**src/hw/rtl/rpc_pkg.sv**
```systemverilog
// ----------------------------------------------------------------------------
// RST polynomial controller package
// Widths, register indexes, operation codes and the command and status
// records shared by the controller and the datapath.
// ----------------------------------------------------------------------------
`default_nettype none

package rpc_pkg;

   // Highest delay power of the R, S and T polynomials.
   localparam int MAX_ORDER = 4;
   localparam int DEPTH     = MAX_ORDER + 1;
   localparam int IDX_W     = (DEPTH > 1) ? $clog2(DEPTH) : 1;

   // Field widths of the channels and registers.
   localparam int DATA_W       = 32;
   localparam int FRAC_W       = 16;
   localparam int ACC_W        = 2 * DATA_W;
   localparam int PART_W       = ACC_W - FRAC_W;
   localparam int ORDER_W      = 3;
   localparam int BAND_W       = 31;
   localparam int COEF_TABLE_W = 2;
   localparam int COEF_INDEX_W = 3;
   localparam int CSR_INDEX_W  = 3;

   // Operation codes of an input item.
   localparam logic OP_SAMPLE = 1'b0;
   localparam logic OP_LOAD   = 1'b1;

   // Coefficient table selectors of a load item.
   localparam logic [COEF_TABLE_W-1:0] TBL_R = 2'd0;
   localparam logic [COEF_TABLE_W-1:0] TBL_S = 2'd1;
   localparam logic [COEF_TABLE_W-1:0] TBL_T = 2'd2;

   // Configuration register indexes.
   localparam logic [CSR_INDEX_W-1:0] CSR_FILTER_ORDER    = 3'd0;
   localparam logic [CSR_INDEX_W-1:0] CSR_DRIVE_MIN       = 3'd1;
   localparam logic [CSR_INDEX_W-1:0] CSR_DRIVE_MAX       = 3'd2;
   localparam logic [CSR_INDEX_W-1:0] CSR_ERROR_DEAD_BAND = 3'd3;
   localparam logic [CSR_INDEX_W-1:0] CSR_DRIVE_DEAD_BAND = 3'd4;

   // Operand pair fed to the shared multiplier.
   typedef enum logic [1:0] {
      SEL_T,
      SEL_R,
      SEL_S
   } rpc_sel_type;

   // Commands from the controller to the datapath.
   typedef struct packed {
      logic             take_sample;
      logic             load_coef;
      logic             mul_en;
      rpc_sel_type      sel;
      logic [IDX_W-1:0] idx;
      logic             dead_check;
      logic             limit;
      logic             publish;
   } rpc_cmd_type;

   // Status from the datapath to the controller.
   typedef struct packed {
      logic [IDX_W-1:0] order;
      logic             out_free;
   } rpc_status_type;

endpackage

`default_nettype wire

```
**src/hw/rtl/rpc_controller.sv**
```systemverilog
// ----------------------------------------------------------------------------
// RST controller sequencer
// State machine that steps the shared multiply-accumulate through the
// T/R terms, the dead-zone test, the S terms, the clamp and the output.
// ----------------------------------------------------------------------------
`default_nettype none

module rpc_controller import rpc_pkg::*; (
   input  logic           clock,
   input  logic           reset,
   input  logic           req_valid,
   input  logic           req_op,
   output logic           req_ready,
   input  rpc_status_type status,
   output rpc_cmd_type    cmd
);

   typedef enum logic [2:0] {
      ST_IDLE,
      ST_MAC_TR,
      ST_DRAIN_TR,
      ST_DEAD,
      ST_MAC_S,
      ST_DRAIN_S,
      ST_LIMIT,
      ST_OUTPUT
   } state_type;

   state_type        state_ff, state_in;
   rpc_sel_type      sel_ff, sel_in;
   logic [IDX_W-1:0] idx_ff, idx_in;
   logic             accept;
   logic             take;

   // Items are taken only while idle and never during reset.
   assign req_ready = (state_ff == ST_IDLE) && !reset;
   assign accept    = req_valid && req_ready;
   assign take      = accept && (req_op == OP_SAMPLE);

   // Next state and operand index.
   always_comb begin
      state_in = state_ff;
      sel_in   = sel_ff;
      idx_in   = idx_ff;
      case (state_ff)
         ST_IDLE: begin
            if (take) begin
               state_in = ST_MAC_TR;
               sel_in   = SEL_T;
               idx_in   = '0;
            end
         end
         ST_MAC_TR: begin
            // T and R terms alternate at each delay power.
            if (sel_ff == SEL_T) begin
               sel_in = SEL_R;
            end else if (idx_ff == status.order) begin
               state_in = ST_DRAIN_TR;
            end else begin
               sel_in = SEL_T;
               idx_in = idx_ff + 1'b1;
            end
         end
         ST_DRAIN_TR: begin
            state_in = ST_DEAD;
         end
         ST_DEAD: begin
            if (status.order == '0) begin
               state_in = ST_LIMIT;
            end else begin
               state_in = ST_MAC_S;
               sel_in   = SEL_S;
               idx_in   = IDX_W'(1);
            end
         end
         ST_MAC_S: begin
            if (idx_ff == status.order) begin
               state_in = ST_DRAIN_S;
            end else begin
               idx_in = idx_ff + 1'b1;
            end
         end
         ST_DRAIN_S: begin
            state_in = ST_LIMIT;
         end
         ST_LIMIT: begin
            state_in = ST_OUTPUT;
         end
         ST_OUTPUT: begin
            if (status.out_free) begin
               state_in = ST_IDLE;
            end
         end
         default: begin
            state_in = ST_IDLE;
         end
      endcase
   end

   // State and registered operand selection.
   always_ff @(posedge clock) begin
      if (reset) begin
         state_ff <= ST_IDLE;
         sel_ff   <= SEL_T;
         idx_ff   <= '0;
      end else begin
         state_ff <= state_in;
         sel_ff   <= sel_in;
         idx_ff   <= idx_in;
      end
   end

   // Command decode for the datapath.
   always_comb begin
      cmd.take_sample = take;
      cmd.load_coef   = accept && (req_op == OP_LOAD);
      cmd.mul_en      = (state_ff == ST_MAC_TR) || (state_ff == ST_MAC_S);
      cmd.sel         = sel_ff;
      cmd.idx         = idx_ff;
      cmd.dead_check  = (state_ff == ST_DEAD);
      cmd.limit       = (state_ff == ST_LIMIT);
      cmd.publish     = (state_ff == ST_OUTPUT) && status.out_free;
   end

endmodule

`default_nettype wire

```
**config.mk**
```make
export PLATFORM = sky130hd
export DESIGN_NAME = rpc_controller
export DESIGN_NICKNAME = d
export VERILOG_FILES = /design/src/hw/rtl/rpc_pkg.sv /design/src/hw/rtl/rpc_controller.sv
export SDC_FILE = /design/constraint.sdc
export NUM_CORES = 1
export LEC_CHECK = 0
export ABC_AREA = 1
export BUFFER_PORTS_ARGS = -buffer_cell sky130_fd_sc_hd__buf_2
export CORE_UTILIZATION = 43
export CTS_CLUSTER_SIZE = 24
export DETAILED_ROUTE_END_ITERATION = 10
export MAX_ROUTING_LAYER = met4
export PLACE_DENSITY_LB_ADDON = 0.08
export SETUP_SLACK_MARGIN = 0.4
export SYNTH_ARGS = -nofsm -noshare
export SYNTH_HDL_FRONTEND = slang
export SYNTH_SLANG_ARGS = --single-unit
```
**constraint.sdc**
```tcl
create_clock -name clock -period 1.29 [get_ports clock]
set_clock_uncertainty 0.2 [all_clocks]
set_input_delay 0.0645 -clock clock [delete_from_list [all_inputs] [get_ports clock]]
set_output_delay 0.0645 -clock clock [all_outputs]
set_load 0.02 [all_outputs]
```
==> summary.txt, run 1 <==
Run status
  – Outcome: finished, violations left
  – Failing checks: DRC, hold timing, setup timing

Clocking
  – Clock edge transition at the registers on the reported setup and hold paths: 0.05 ns
  – H-tree levels: 1
  – Number of sinks on the clock net: 8
  – CTS tree: built
  – Insertion delay of the later-clocked pin in the worst-skew pair: between 0.2 and 0.3 ns
  – Number of buffers created by CTS: 3
  – Maximum root-to-sink buffer count: 2
  – CTS root buf: sky130_fd_sc_hd__clkbuf_4

Layout
  – # diodes: 0
  – Final Core Density: 0.924
  – Area growth syn-to-layout: 94.3%
  – Number of fillers in the final layout: between 40 and 50
  – Sequential cell area in the final layout: roughly 190 um2
  – Combined area of the multi-input logic cells: 543 um2
  – Final nets: between 150 and 200
  – Design area: 1230 um2
  – Share of layout cells above drive strength 1: 0.567

GRT
  – GRT Residual Overflow: 0
  – Pin count of the biggest net entering global routing: 7
  – Global-route wire length before repair: 4020 um
  – Antenna violations before repair: 0
  – Via count of the first global-routing pass: 916
  – Global routing usage summed across all routing layers: 0.396

Synth
  – Post-Syn Area: roughly 630 um2
  – Cell type contributing the most total cell area after synthesis: sky130_fd_sc_hd__dfxtp_1
  – Number of enable-type register cells in the synthesized netlist: 0
  – Count of cell types in the netlist: 20
  – Post-Synthesis Mean Instance Area: 5.77 um2
  – Number of nets in the synthesized netlist: ~120
  – Fraction of post-synthesis cell area in the top cell type by area: 0.252
  – Dominant synthesized flop cell: sky130_fd_sc_hd__dfxtp_1
  – Leading post-synthesis cells by cell area: sky130_fd_sc_hd__dfxtp_1 25%, sky130_fd_sc_hd__nand2_1 17%, sky130_fd_sc_hd__nor2_1 11%
  – Proportion of synthesized chip area in sequential cells: 0.252
  – Number of instances in the synthesized netlist: between 100 and 150
  – Post-synth top cells: 28 x sky130_fd_sc_hd__nand2_1, 19 x sky130_fd_sc_hd__nor2_1, 17 x sky130_fd_sc_hd__inv_1
  – Synthesis Warnings: 0
  – Synthesis-stage register bit count: 8
  – Most used standard cell by instance count after synthesis: sky130_fd_sc_hd__nand2_1
  – Proportion of synthesized flip-flops having asynchronous set or reset: 0

Die
  – DIE HEIGHT: ~40 um
  – Initial Utilization: 0.476
  – # IOs: 20
  – Width of the chip: a little over 40 um
  – Floorplan die area: approximately 1600 um2
  – Std-Cell Core Area: around 1300 um2
  – Total number of placement rows: 13

Worst setup path
  – Worst-path maximum fanout: 4
  – Worst R2R End: sel_ff[0]
  – Number of cells on the worst reg-to-reg path: 10
  – Crit end category: primary output
  – Startpoint of the worst-slack reg-to-reg timing path: state_ff[0]
  – Worst reg2reg setup slack: -0.30 ns
  – Data required time at the worst endpoint: around 1.0 ns
  – Crit path kind: reg2out
  – Critical path arrival: between 1 and 1.5 ns
  – Element type at the critical path start: flop

Place
  – HPWL after detailed placement: between 1000 and 1500 um
  – RD Place Congestion: between 0.8 and 0.9
  – I/O Buffers: 19
  – Minimum setup slack after placement: -0.165 ns
  – Placement Cell Area: 937 um2

STA
  – Final count of negative-setup-slack endpoints: 14
  – Relative max-transition margin: 0.769
  – Worst hold margin: -0.0234 ns
  – Post-layout minimum cycle time: roughly 1.7 ns
  – Maximum operating frequency: between 500 and 600 MHz
  – Share of the clock period used by the worst path after layout: 1.29
  – Unrepaired setup endpoints after global routing: yes
  – Endpoints failing hold: 4
  – Pins Over Slew Limit: 0
  – Worst setup slack after layout: -0.378 ns
  – Actual transition at the worst max-transition pin: 0.344 ns

Route
  – WL per Instance: between 15 and 20 um
  – Routed via count: ~1.0k
  – Starting DRC count in detailed routing: between 70 and 80
  – Via-to-Cell Ratio: approximately 6.1
  – First-pass detailed-route iteration total: 8
  – Total wire length: roughly 3000 um
  – Number of remaining DRC errors: 1
  – Number of nets with antenna violations after routing: 0

Power
  – Leakage power: between 0.6 and 0.7 nW
  – Worst IR drop on VDD: approximately 1.5 mV
  – Total power: 2.73 mW
  – Pwr Density: roughly 2200 nW/um2

Min path
  – Hold path endpoint: sel_ff[1]
  – Worst Hold Depth: 3
  – Launch point of the worst hold path: reset
  – Worst min path class: in2reg

Job
  – Maximum Capacitance Violations: 0
[power breakdown]
group	internal, mW	leakage [nW]	switching [mW]	total (mW)
clock	0.107	0.0138	0.101	0.208
sequential	0.347	0.0706	0.105	0.453
combinational	0.914	0.522	1.16	2.07
total	1.37	0.607	1.37	2.73
[logic make-up (layout without fill, tap and decap cells)]
logic type | count (synthesis) | after routing | share of synthesized area
AND/OR/NAND/NOR | 70 | 70 | 0.491
XOR/XNOR | 1 | 1 | 0.0138
adder cells (fa/ha/maj) | 1 | 1 | 0.0197
AO/OA/AOI/OAI | 10 | 10 | 0.0868
buffers and inverters | 20 | 67 | 0.136
flip-flops | 8 | 8 | 0.252
[per-layer routing]
layer | vias up | share of wire | global-route usage
met5 | - | 0 | -
met4 | 0 | 0.073 | 0.250
met3 | 36 | 0.11 | 0.0667
met2 | 93 | 0.48 | 0.663
met1 | 464 | 0.33 | 0.427
li1 | 448 | - | -
[worst max path at each step]
| stage | end | cells after the start | slack [ns] | from |
|---|---|---|---|---|
| after global placement | idx_ff[0] | 7 | -0.11 | state_ff[0] |
| after detailed placement | idx_ff[2] | 7 | -0.16 | state_ff[0] |
| after floorplan | idx_ff[0] | 10 | -0.14 | state_ff[0] |
| after CTS | cmd[9] | 7 | -0.25 | state_ff[1] |
| final | cmd[10] | 7 | -0.38 | state_ff[1] |
| after global routing | cmd[10] | 7 | -0.41 | state_ff[1] |
[sequential cells by signal, summed over array words and instances (netlist names)]
| name | cells |
|---|---|
| idx_ff | 3 |
| state_ff | 3 |
| sel_ff | 2 |
[worst max-delay path, cell delays in order, from the launching register on]
cell	delay [ns]
sky130_fd_sc_hd__dfxtp_4	0.36
sky130_fd_sc_hd__nor2_4	0.13
sky130_fd_sc_hd__nand2_2	0.09
sky130_fd_sc_hd__buf_6	0.13
sky130_fd_sc_hd__nor2_4	0.11
sky130_fd_sc_hd__nand2_2	0.09
sky130_fd_sc_hd__nor2_2	0.10
sky130_fd_sc_hd__buf_6	0.12
[cell type report]
| type | instances | area share |
|---|---|---|
| clock buffer | 3 | 0.0183 |
| inverter | 18 | 0.0548 |
| multi-input combinational | 82 | 0.441 |
| sequential | 8 | 0.150 |
| tap | 15 | 0.0152 |
| timing repair buffer | 46 | 0.321 |
[layout by cell type, fill, tap and decap left out, types with 4 or more instances in the layout]
cell,n
sky130_fd_sc_hd__buf_2,7
sky130_fd_sc_hd__nand3_1,4
sky130_fd_sc_hd__buf_6,18
sky130_fd_sc_hd__a21oi_1,6
sky130_fd_sc_hd__nand3_2,6
sky130_fd_sc_hd__nor2_1,12
sky130_fd_sc_hd__buf_4,21
sky130_fd_sc_hd__dfxtp_4,6
sky130_fd_sc_hd__nand2_4,4
sky130_fd_sc_hd__nor2_4,6
sky130_fd_sc_hd__nand2_1,24
sky130_fd_sc_hd__nand2_2,4
sky130_fd_sc_hd__inv_1,16
[repair_timing]
| item | 4_1_cts | 5_1_grt |
|---|---|---|
| gates resized for setup | 50 | 11 |
| setup buffers | 6 | 1 |
| pin swaps | 8 | 4 |
| setup endpoints to repair | 20 | 20 |
| hold endpoints to repair | 4 | 4 |
[per-stage QoR]
stage	instances	hold slack (ns)	TNS, ns
6_report	172	-0.0234	-3.68
5_1_grt	172	-0.00837	-4.40
4_1_cts	171	-0.0437	-2.31
3_5_place_dp	162	0.198	-1.11
3_3_place_gp	162	0.188	-0.787
2_1_floorplan	110	-0.0738	-0.861
Power figures use the tool's default switching activity.
==> run 2, diff against run 1 <==
Settings changed: BUFFER_PORTS_ARGS -buffer_cell sky130_fd_sc_hd__buf_2 to default, CORE_AREA from default to 2 2 39 41, CORE_UTILIZATION 43 to default, DIE_AREA from default to 0 0 41 43, DONT_BUFFER_PORTS from default to 1, SKIP_CTS_REPAIR_TIMING from default to 1.
==> run 2 against run 1 <==
Net effect: first-iteration DRC count decreased by 74%; via count fell by 22%; fmax down 0.18%; global-route usage decreased by 16 points; worst hold slack got worse by 0.16 ns; power down 15%; final area is 12% lower; the run ends with hold timing, setup timing left; flip-flop and latch count unchanged; sequential share of layout area grew 2.1 points; die area grew 8.0%; clock-buffer cell count unchanged.
==> summary.txt, run 2 (synthesis results as in run 1) <==
Route
  – Total wire length: 2110 um
  – WL per Instance: 13.1 um
  – Number of remaining DRC errors: 0
  – First-pass detailed-route iteration total: 5
  – Routed via count: ~800
  – Via-to-Cell Ratio: between 5 and 6
  – Starting DRC count in detailed routing: 20
  – Number of nets with antenna violations after routing: 0

STA
  – Actual transition at the worst max-transition pin: 0.342 ns
  – Sum of negative setup slack: -3.25 ns
  – Endpoints failing hold: 4
  – Final count of negative-setup-slack endpoints: 14
  – Worst setup slack after layout: -0.381 ns
  – Maximum operating frequency: 599 MHz
  – Share of the clock period used by the worst path after layout: 1.30
  – Unrepaired setup endpoints after global routing: yes
  – Relative max-transition margin: 0.771
  – Post-layout minimum cycle time: 1.67 ns
  – Worst hold margin: -0.186 ns
  – Pins Over Slew Limit: 0

Clocking
  – Maximum root-to-sink buffer count: 2
  – Number of buffers created by CTS: 3
  – CTS root buf: sky130_fd_sc_hd__clkbuf_4
  – H-tree levels: 1
  – Number of sinks on the clock net: 8
  – Insertion delay of the later-clocked pin in the worst-skew pair: between 0.2 and 0.3 ns
  – CTS tree: built
  – Clock edge transition at the registers on the reported setup and hold paths: about 0.060 ns

Place
  – I/O Buffers: 0
  – HPWL after detailed placement: 1410 um
  – RD Place Congestion: about 0.9

Die
  – Floorplan die area: 1760 um2
  – # IOs: 20
  – Total number of placement rows: 14
  – Width of the chip: approximately 40 um
  – Std-Cell Core Area: 1380 um2
  – DIE HEIGHT: ~43 um
  – Initial Utilization: 0.458

Worst setup path
  – Element type at the critical path start: flop
  – Crit end category: primary output
  – Count of buffering cells on the critical path with inverters included: 2
  – Top delay family on crit path: simple AND/OR/NAND/NOR gates
  – Cell breakdown of the critical path: nor2_4, nand2_2, buf_6, nor2_4, nand2_2, nor2_2, buf_6
  – Worst stage delay on the critical path: about 0.37 ns
  – Crit path kind: reg2out
  – Critical path arrival: 1.41 ns
  – Data required time at the worst endpoint: roughly 1 ns
  – Worst-path maximum fanout: 6
  – Master of the slowest instance on the critical path: sky130_fd_sc_hd__dfxtp_4

Power
  – Int Pwr: 1.23 mW
  – Part of the total power dissipated in sequential elements: 0.204
  – Total power: ~2.3 mW
  – Worst IR drop on VDD: between 1.5 and 2 mV
  – Total net switching power: between 1 and 1.5 mW
  – Share of power burned in combinational logic: 0.702
  – Clk network pwr share: 0.094
  – Pwr Density: roughly 2200 nW/um2
  – Leakage power: roughly 0.53 nW
  – Switching portion of total power: 0.473

GRT
  – Pin count of the biggest net entering global routing: 8
  – Global-route wire length before repair: roughly 2700 um
  – Global routing usage summed across all routing layers: 0.236
  – Antenna violations before repair: 0
  – GRT Residual Overflow: 0
  – Via count of the first global-routing pass: 659

Layout
  – # diodes: 0
  – Share of layout cells above drive strength 1: 0.469
  – Largest registers: idx_ff (3), state_ff (3), sel_ff (2)
  – Final nets: ~160
  – Most frequent cells in the layout: 25 x sky130_fd_sc_hd__nand2_1, 23 x sky130_fd_sc_hd__buf_4, 16 x sky130_fd_sc_hd__inv_1
  – Most common cell after layout, fill and taps aside: sky130_fd_sc_hd__nand2_1
  – Area growth syn-to-layout: 70.6%

Min path
  – Worst min path class: in2reg

Run status
  – Outcome: finished, violations left
  – Failing checks: hold timing, setup timing

Job
  – Maximum Capacitance Violations: 0
==> run 2: cell count changes in the layout (fill, tap and decap cells not counted), sizes merged <==
cell and delta:
buf -13, dlygate4sd3 +1
==> run 2: per-layer routing <==
layer,vias to the layer above,global-route usage,wire (um)
met2,19,0.359,1170
met1,375,0.290,808
met3,6,0.0314,105
li1,415,-,-
met5,-,-,0
met4,0,0.120,34
==> run 2: worst register-to-register path, cell delays in order, from the launching register on <==
cell                      delay, ns
sky130_fd_sc_hd__dfxtp_4       0.37
sky130_fd_sc_hd__nor2_4        0.12
sky130_fd_sc_hd__nand2_2       0.07
sky130_fd_sc_hd__buf_4         0.15
sky130_fd_sc_hd__a31oi_2       0.18
sky130_fd_sc_hd__nor2_2        0.11
sky130_fd_sc_hd__nand2_2       0.10
sky130_fd_sc_hd__nand2_1       0.05
sky130_fd_sc_hd__a21oi_1       0.12
==> run 2: layout make-up <==
type | instances | area [um2]
clock buffers | 3 | 22.5
fillers | 108 | 302
inverters | 18 | 67.6
multi-input cells | 82 | 492
flip-flops and latches | 8 | 185
well taps | 16 | 20.0
repair buffers | 34 | 295
==> run 2: final timing paths <==
check | start | end | slack, ns | depth (start not counted)
setup / recovery | state_ff[1] | cmd[10] | -0.38 | 7
hold / removal | status[0] | state_ff[2] | -0.19 | 3
hold reg to reg | sel_ff[1] | sel_ff[1] | 0.33 | 2
setup reg to reg | state_ff[1] | idx_ff[2] | -0.27 | 8
==> run 2: power by group through the flow <==
stage          combinational, mW  sequential, mW  clock, mW
5_1_grt                     1.76           0.485      0.227
2_1_floorplan              0.839           0.446          0
3_5_place_dp                1.32           0.437          0
4_1_cts                     1.34           0.432      0.215
3_3_place_gp                1.29           0.432          0
6_report                    1.64           0.476      0.220
==> run 2: per-stage QoR <==
| stage | setup WS (ns) | util | cell area (um2) | hold slack [ns] | instances |
|---|---|---|---|---|---|
| after floorplan | -0.138 | - | 692 | -0.0738 | 110 |
| after global routing | -0.445 | 0.782 | 1080 | -0.169 | 161 |
| after detailed placement | -0.147 | 0.664 | 918 | -0.0659 | 154 |
| after CTS | -0.399 | 0.680 | 941 | -0.348 | 157 |
| after global placement | -0.137 | 0.664 | 918 | -0.0679 | 154 |
| final | -0.381 | 0.782 | 1080 | -0.186 | 161 |
